$ cat src/design/tftr_pkg.sv
package tftr_pkg;

  localparam int unsigned WordW  = 16;
  localparam int unsigned ColorW = 32;
  localparam int unsigned FmtW   = 3;

  localparam logic [FmtW-1:0] FMT_ARGB1555 = 3'd0;
  localparam logic [FmtW-1:0] FMT_RGB565   = 3'd1;
  localparam logic [FmtW-1:0] FMT_ARGB4444 = 3'd2;
  localparam logic [FmtW-1:0] FMT_YUV422   = 3'd3;

  typedef struct packed {
    logic [WordW-1:0] second_word;
    logic [WordW-1:0] first_word;
  } item_t;

  // status of the item held in the input register
  typedef struct packed {
    logic            valid;
    logic            phase;   // 1: second pixel of a YUV422 pair is next
    logic [FmtW-1:0] fmt;
  } stage_t;

  typedef struct packed {
    logic [ColorW-1:0] color;
    logic              last;
  } result_t;

endpackage

$ cat src/design/texel_format_to_rgba8888.sv
// Texel word to RGBA8888 converter.
// Slave stream: tdata carries first_word in bits 15:0 and second_word in
// bits 31:16. Master stream: tdata is the packed pixel (alpha 31:24, blue,
// green, red 7:0) and tlast marks the final pixel of an input item.
// cfg_we_i/cfg_wdata_i write the pixel format; write it only while idle.
// Formats: ARGB1555, RGB565, ARGB4444 (also codes 4 to 7) give one pixel
// per item; YUV422 gives two pixels, the second with tlast set.
// Path: input register, conversion logic, result register.
// Throughput: one item per cycle for single-word formats while the receiver
// does not stall; a YUV422 item is held until both of its pixels have gone
// through the single result register feeding the output.
// The input register takes a new item in the same cycle that the last pixel
// of its current item moves to the result register, so both sides run at
// full rate together.
// Reset clears both registers to empty and the format to ARGB1555.
// When the receiver stalls the result register holds its pixel and the
// input register holds one more item; then tready drops.
module texel_format_to_rgba8888 (
  input  logic        clk_i,
  input  logic        rst_ni,
  input  logic        cfg_we_i,
  input  logic [2:0]  cfg_wdata_i,
  input  logic        s_axis_tvalid_i,
  output logic        s_axis_tready_o,
  input  logic [31:0] s_axis_tdata_i,   // [15:0] first_word, [31:16] second_word
  output logic        m_axis_tvalid_o,
  input  logic        m_axis_tready_i,
  output logic [31:0] m_axis_tdata_o,   // [31:0] color
  output logic        m_axis_tlast_o
);

  tftr_pkg::item_t   in_item;
  tftr_pkg::item_t   item;
  tftr_pkg::stage_t  stage;
  tftr_pkg::result_t conv;
  tftr_pkg::result_t result;
  logic              take;

  assign in_item.first_word  = s_axis_tdata_i[15:0];
  assign in_item.second_word = s_axis_tdata_i[31:16];

  tftr_in_stage u_in (
    .clk_i       (clk_i),
    .rst_ni      (rst_ni),
    .cfg_we_i    (cfg_we_i),
    .cfg_wdata_i (cfg_wdata_i),
    .in_valid_i  (s_axis_tvalid_i),
    .in_ready_o  (s_axis_tready_o),
    .in_item_i   (in_item),
    .take_i      (take),
    .item_o      (item),
    .stage_o     (stage)
  );

  tftr_convert u_conv (
    .item_i   (item),
    .stage_i  (stage),
    .result_o (conv)
  );

  tftr_out_stage u_out (
    .clk_i       (clk_i),
    .rst_ni      (rst_ni),
    .stage_i     (stage),
    .result_i    (conv),
    .take_o      (take),
    .out_valid_o (m_axis_tvalid_o),
    .out_ready_i (m_axis_tready_i),
    .result_o    (result)
  );

  assign m_axis_tdata_o = result.color;
  assign m_axis_tlast_o = result.last;

endmodule

$ cat src/design/tftr_in_stage.sv
module tftr_in_stage (
  input  logic                  clk_i,
  input  logic                  rst_ni,
  input  logic                  cfg_we_i,
  input  logic [2:0]            cfg_wdata_i,
  input  logic                  in_valid_i,
  output logic                  in_ready_o,
  input  tftr_pkg::item_t       in_item_i,
  input  logic                  take_i,
  output tftr_pkg::item_t       item_o,
  output tftr_pkg::stage_t      stage_o
);

  logic [tftr_pkg::FmtW-1:0] fmt_q;
  logic                      valid_q;
  logic                      phase_q;
  tftr_pkg::item_t           item_q;
  logic                      done;
  logic                      accept;

  // the item leaves once its final pixel moves to the result register
  assign done       = take_i && ((fmt_q != tftr_pkg::FMT_YUV422) || phase_q);
  assign in_ready_o = !valid_q || done;
  assign accept     = in_valid_i && in_ready_o;

  always_ff @(posedge clk_i or negedge rst_ni) begin
    if (!rst_ni) begin
      fmt_q <= tftr_pkg::FMT_ARGB1555;
    end else if (cfg_we_i) begin
      fmt_q <= cfg_wdata_i;
    end
  end

  always_ff @(posedge clk_i or negedge rst_ni) begin
    if (!rst_ni) begin
      valid_q <= 1'b0;
      phase_q <= 1'b0;
    end else if (accept) begin
      valid_q <= 1'b1;
      phase_q <= 1'b0;
    end else if (done) begin
      valid_q <= 1'b0;
      phase_q <= 1'b0;
    end else if (take_i) begin
      phase_q <= 1'b1;
    end
  end

  always_ff @(posedge clk_i) begin
    if (accept) begin
      item_q <= in_item_i;
    end
  end

  assign item_o        = item_q;
  assign stage_o.valid = valid_q;
  assign stage_o.phase = phase_q;
  assign stage_o.fmt   = fmt_q;

endmodule

$ cat src/design/tftr_convert.sv
module tftr_convert (
  input  tftr_pkg::item_t   item_i,
  input  tftr_pkg::stage_t  stage_i,
  output tftr_pkg::result_t result_o
);

  function automatic logic [7:0] widen5(input logic [4:0] v);
    widen5 = {v, v[4:2]};
  endfunction

  function automatic logic [7:0] widen6(input logic [5:0] v);
    widen6 = {v, v[5:4]};
  endfunction

  function automatic logic [7:0] widen4(input logic [3:0] v);
    widen4 = {v, v};
  endfunction

  // value is scaled by 32: floor, then clamp to 0..255
  function automatic logic [7:0] clamp_scaled(input logic signed [15:0] s);
    logic [7:0] q;
    if (s[15]) begin
      q = 8'd0;
    end else if (|s[14:13]) begin
      q = 8'hFF;
    end else begin
      q = s[12:5];
    end
    clamp_scaled = q;
  endfunction

  logic [15:0]        w;
  logic [7:0]         y;
  logic signed [15:0] ys;
  logic signed [15:0] du;
  logic signed [15:0] dv;
  logic signed [15:0] r_s;
  logic signed [15:0] g_s;
  logic signed [15:0] b_s;
  logic [31:0]        yuv_color;
  logic               is_yuv;

  assign w      = item_i.first_word;
  assign is_yuv = (stage_i.fmt == tftr_pkg::FMT_YUV422);

  always_comb begin
    y   = stage_i.phase ? item_i.second_word[15:8] : item_i.first_word[15:8];
    ys  = $signed({3'd0, y, 5'd0});
    du  = $signed({8'd0, item_i.first_word[7:0]}) - 16'sd128;
    dv  = $signed({8'd0, item_i.second_word[7:0]}) - 16'sd128;
    r_s = ys + 16'sd44 * dv;
    g_s = ys - 16'sd11 * du - 16'sd22 * dv;
    b_s = ys + 16'sd55 * du;
    yuv_color = {8'hFF, clamp_scaled(b_s), clamp_scaled(g_s), clamp_scaled(r_s)};
  end

  always_comb begin
    case (stage_i.fmt)
      tftr_pkg::FMT_ARGB1555: begin
        result_o.color = {{8{w[15]}}, widen5(w[4:0]), widen5(w[9:5]), widen5(w[14:10])};
      end
      tftr_pkg::FMT_RGB565: begin
        result_o.color = {8'hFF, widen5(w[4:0]), widen6(w[10:5]), widen5(w[15:11])};
      end
      tftr_pkg::FMT_YUV422: begin
        result_o.color = yuv_color;
      end
      default: begin
        // ARGB4444 and the spare codes
        result_o.color = {widen4(w[15:12]), widen4(w[3:0]), widen4(w[7:4]),
                          widen4(w[11:8])};
      end
    endcase
    result_o.last = !is_yuv || stage_i.phase;
  end

endmodule

$ cat src/design/tftr_out_stage.sv
module tftr_out_stage (
  input  logic              clk_i,
  input  logic              rst_ni,
  input  tftr_pkg::stage_t  stage_i,
  input  tftr_pkg::result_t result_i,
  output logic              take_o,
  output logic              out_valid_o,
  input  logic              out_ready_i,
  output tftr_pkg::result_t result_o
);

  logic              valid_q;
  tftr_pkg::result_t result_q;

  assign take_o = stage_i.valid && (!valid_q || out_ready_i);

  always_ff @(posedge clk_i or negedge rst_ni) begin
    if (!rst_ni) begin
      valid_q <= 1'b0;
    end else if (take_o) begin
      valid_q <= 1'b1;
    end else if (out_ready_i) begin
      valid_q <= 1'b0;
    end
  end

  always_ff @(posedge clk_i) begin
    if (take_o) begin
      result_q <= result_i;
    end
  end

  assign out_valid_o = valid_q;
  assign result_o    = result_q;

endmodule

$ cat config.mk
export PLATFORM = sky130hd
export DESIGN_NAME = texel_format_to_rgba8888
export DESIGN_NICKNAME = d
export VERILOG_FILES = /design/src/design/tftr_pkg.sv /design/src/design/texel_format_to_rgba8888.sv /design/src/design/tftr_in_stage.sv /design/src/design/tftr_convert.sv /design/src/design/tftr_out_stage.sv
export SDC_FILE = /design/constraint.sdc
export NUM_CORES = 1
export LEC_CHECK = 0
export ABC_AREA = 0
export BUFFER_PORTS_ARGS = -buffer_cell sky130_fd_sc_hd__buf_2
export CAP_MARGIN = 20
export CORE_MARGIN = 5
export CORE_UTILIZATION = 62
export CTS_BUF_LIST = sky130_fd_sc_hd__clkbuf_4
export CTS_CLUSTER_SIZE = 16
export DETAILED_ROUTE_END_ITERATION = 10
export HOLD_SLACK_MARGIN = 0.15
export PLACE_DENSITY = 0.84
export RECOVER_POWER = 25
export SYNTH_ARGS = -nofsm -noshare
export SYNTH_HDL_FRONTEND = slang
export SYNTH_HIERARCHICAL = 1
export SYNTH_SLANG_ARGS = --single-unit
$ cat constraint.sdc
create_clock -name clk_i -period 7.3 [get_ports clk_i]
set_clock_uncertainty 0.05 [all_clocks]
set_input_delay 0.365 -clock clk_i [delete_from_list [all_inputs] [get_ports clk_i]]
set_output_delay 0.365 -clock clk_i [all_outputs]
set_load 0.02 [all_outputs]
# After elaboration in Yosys (flattened, before gate mapping)
# Index checks and enable logic that the tools add are counted.
# W data, S select, Z words.
word_totals:
  ff_bits: 71
  inputBits: 40
  output_inout_bits: 35
  wordCells: 53
classes:
  n_addsub: 6
  n_mul: 4
  eq_ne: 3
  n_mux: 15
  n_reduce_logical: 17
op_table:
  columns: ["cell", "n"]
  rows:
  - ["$pmux W32 S3", 1]
  - ["$mux W8", 7]
  - ["$add A14 B16 Y16", 2]
  - ["$sub A8 B8 Y9 const B", 2]
  - ["$mul A5 B16 Y14 const A", 1]
  - ["$mul A5 B16 Y15 const A", 1]
  - ["$mul A5 B16 Y16 const A", 1]
  - ["$mul A7 B16 Y16 const A", 1]
  - ["$sub A14 B16 Y16", 1]
  - ["$sub A16 B16 Y16", 1]
  - ["$mux W1", 7]
  - ["$reduce_or A2 Y1", 3]
  - ["$logic_or A1 B1 Y1", 4]
  - ["$reduce_bool A2 Y1", 2]
  - ["$eq A3 B1 Y1 const B", 1]
  - ["$eq A3 B2 Y1 const B", 1]
  - ["$logic_and A1 B1 Y1", 3]
  - ["$logic_not A1 Y1", 3]
  - ["$logic_not A3 Y1", 1]
  - ["$ne A3 B2 Y1 const B", 1]
  - ["$reduce_bool A3 Y1", 1]

# Logic depth before layout (Yosys ltp)
logic_depth:
  ltp_word: 8
  depth_mapped: 21
  depth_no_buf: 21

# By module
# The synthesis kept the hierarchy.
modules_own_cells:
  columns: ["module", "n_inst", "cells_each", "area_per_inst_um2"]
  rows:
  - ["tftr_convert", 1, 585, 4743.3]
  - ["tftr_in_stage", 1, 53, 1209.9]
  - ["tftr_out_stage", 1, 37, 1034.7]

# Worst setup path after synthesis
# Ideal clock, no wire load.
synth_path:
  path_type: "register to register"
  startpoint: "register u_in.item_q, in the netlist u_in/item_o[17]"
  endpoint: "register u_out.result_q, in the netlist u_out/result_o[9], data pin"
  setup_ps: 261
  t_arrival_ps: 5360
  t_required_ps: 6989
  setup_slack_ps: 1629
  path_stages_with_launch: 20
  path_buffers: 0
  period_less_slack_ps: 5671
  path_cell_list: "edfxtp_1 > ha_1 > inv_1 > fa_1 > inv_1 > ha_1 > xnor2_1 > ha_1 > fa_1 > inv_1 > fa_1 > ha_1 > or3_1 > o2111a_2 > o2111ai_2 > a21oi_2 > o41a_1 > nor3_2 > nor3b_4 > a221o_1"
synth_rtl:
  columns: ["element", "line", "text"]
  rows:
  - ["start: declaration", "tftr_in_stage.sv:17", "tftr_pkg::item_t item_q;"]
  - ["start signal: assignment", "tftr_in_stage.sv:51", "item_q <= in_item_i;"]
  - ["end signal: assignment", "tftr_out_stage.sv:29", "result_q <= result_i;"]
  - ["end: declaration", "tftr_out_stage.sv:13", "tftr_pkg::result_t result_q;"]

==> flow_summary.toml <==
[power]
internal_power_mw = 1.89
combPwrFrac_pct = 76.7
netSwitchingPower_mw = 1.82
p_clk_share_pct = 8.2
swShare_pct = 49.1
ir_drop_uv = 343
power_frac_seq_pct = 15.1
p_leak_nw = 3.67
p_per_area_nw_per_um2 = 463
p_total_mw = 3.71

[min_path]
holdPathStages = 2
hold_class = "in -> reg"
min_to = "u_in/fmt_q[0]"
min-delay-start = "cfg_we_i"

[floorplan]
core_area_um2 = 10900
num_io_pins = 75
die_area_um2 = 13500
die_x_um = 116
die_height_um = 116
initial_utilization_pct = 63.9
rows = 38

[timing]
tns_ns = 0
final_hold_viol_count = 0
slew_viol_final = 0
fin_crit_ns = 6.16
maxSlewHeadroom_pct = 44.6
worstMarginPinSlew_ns = 0.831
fin_crit_sh_pct = 84.4
fin_ws_ns = 1.14
rsz0062_at_grt = "no"
setup_violations = 0
fmax_ghz = 0.162

[yosys]
synth_fp_nets = 863
synth-edff-count = 65
synth_area_per_cell_um2 = 10.4
syn_inst = 675
seq_area_frac_synth_pct = 30.1
async_flop_share_pct = 8.45
synth_seq_cells = 71
ys.flop_type = "edfxtp_1"
synth_commonest_cells = "inv_1, ha_1, edfxtp_1"
yosys.cell_count.top_type = "inv_1"
synth_area_um2 = 6990
synth_top_cell_area_share_pct = 27.9
yosysUniqueCellTypes = 61
synthTopCellsByArea = "edfxtp_1, ha_1, fa_1, inv_1, xnor2_1"
synth_area_leader_cell = "edfxtp_1"
ys_warn_count = 6

[detailed_routing]
vias = 5503
drc_errors = 0
via_per_inst = 5.92
postRouteWirelength_mm = 16.5
first_pass_iters = 5
ant_nets = 0
routedWlPerCell_um = 17.8
drtIter0Drc = 513

[flow_run]
max_cap_violations = 0

[global_routing]
grt_pass1_wl_mm = 27.3
grt_use_total_pct = 26.0
grt_overflow = 0
grt_start_max_net_pins = 37
antenna_found_initial = 0
grt_pass1_vias = 5714

[clock_network]
clock_latency_ns = 0.45
cts_buffers = 9
ctsHtreeMaxLevel = 3
clkTransAtPathRegs_ns = 0.16
clk_path_buf_depth = 2
numClockSinks = 71
cts_root_buffer = "clkbuf_4"
cts_tree = "built"

[critical_path]
crit_path_end_kind = "register"
crit_required_ns = 7.42
critPathKind = "reg -> reg"
reg2reg_to = "u_out/result_o[13]"
reg2reg_depth = 21
reg2reg_from = "u_in/item_o[17]"
crit_fanout = 8
critPathLaunchType = "register"
crit_arrival_ns = 6.29
r2r_slack_ns = 1.14

[placed_design]
dp_hpwl_mm = 12.8
portBuffers = 74
routabilityCongestion = 0.906
pre_cts_slack_ns = 1.23
post_dp_cell_area_um2 = 7470

[finish]
fin_area_um2 = 8020
final_nets = 972
antennaDiodeCount = 0
drive_gt1_share_pct = 13.6
syn2layout_area_growth_pct = 14.7
post-route-util_pct = 73.3

[run_status]
status = "finished, final reports clean"
[worst max-delay path, cell delays in order (launching register included)]
cell and delay, ns:
edfxtp_1 0.46, ha_1 0.30, inv_1 0.05, fa_1 0.49, inv_1 0.04, ha_1 0.33
o21ai_0 0.29, o21bai_1 0.11, a21oi_1 0.19, xnor2_1 0.18, ha_1 0.30, fa_1 0.51
fa_1 0.55, inv_1 0.04, ha_1 0.35, a21o_2 0.21, a21oi_1 0.25, a21oi_2 0.12
o41a_1 0.42, nor3_2 0.24, nor3b_4 0.10, a221o_1 0.31
[registers in the layout (all words and copies together) (netlist names)]
signal and count:
u_out/out_valid_o 1, u_out/result_o 33, u_in/item_o 32, u_in/fmt_q 3, u_in/phase_q 1, u_in/valid_q 1
[through the flow]
stage,hold slack (ns),std cells
after global routing,0.179,929
final,0.198,929
after detailed placement,0.149,875
after global placement,0.140,875
after CTS,0.168,929
after floorplan,0.0194,675
[final cells by class]
| type | count | area (µm²) |
|---|---|---|
| Fill cell | 741 | 2920 |
| Tap cell | 140 | 175 |
| Timing Repair Buffer | 114 | 761 |
| Clock buffer | 10 | 75.1 |
| Inverter | 127 | 477 |
| Clock inverter | 6 | 92.6 |
| Sequential cell | 71 | 2100 |
| Multi-Input combinational cell | 461 | 4330 |
[cells by family after synthesis]
group	Yosys count	share of synthesized area (%)
AOI/OAI and AO/OA	126	13.2
xor gates and xnor gates	31	3.89
adders and majority gates	148	32.4
buffers and inverters	143	8.15
DFF	71	30.1
muxes	15	2.20
and+or+nand+nor	141	10.1
[routing by layer]
layer / routed length (µm) / track usage [%]
met4: 436 / 8.82
met1: 6480 / 32.4
met5: 0 / 0
met2: 8490 / 46.2
met3: 1140 / 4.30
[power by group through the flow]
| stage | registers [mW] | logic [mW] | clock network (mW) |
|---|---|---|---|
| floorplan | 0.594 | 2.14 | 0 |
| global placement | 0.565 | 2.61 | 0 |
| detailed placement | 0.568 | 2.75 | 0 |
| CTS | 0.559 | 2.78 | 0.304 |
| global route | 0.567 | 3.16 | 0.324 |
| finish | 0.561 | 2.84 | 0.305 |
[worst max path at each step]
stage,from,end,slack (ns),cells after the start
2_1_floorplan,u_in/item_o[17],u_out/result_o[9],1.63,19
3_3_place_gp,u_in/item_o[17],u_out/result_o[16],1.45,19
3_5_place_dp,u_in/item_o[19],u_out/result_o[13],1.23,21
4_1_cts,u_in/item_o[19],u_out/result_o[13],1.16,21
5_1_grt,u_in/item_o[17],u_out/result_o[12],0.76,21
6_report,u_in/item_o[17],u_out/result_o[13],1.14,21
[cells in the final DEF (no fill, tap or decap), drive strengths merged, types with 8 or more instances in the layout]
cell type / n
nor2: 32
clkbuf: 14
inv: 129
o21a: 13
nor3: 14
o221ai: 9
o21ai: 16
dlygate4sd3: 38
nand2: 41
nor2b: 9
a21oi: 26
buf: 72
mux2i: 12
or2: 9
edfxtp: 65
ha: 93
fa: 55
xnor2: 24
a221o: 8
nand2b: 10
[timing repair]
| action | CTS | global route |
|---|---|---|
| buffers inserted | 0 | 0 |
| endpoints found under the hold margin | 43 | 0 |
| gates resized for setup | 0 | 0 |
| hold buffers | 38 | 0 |
No activity file was read; power rests on OpenSTA's default activity.
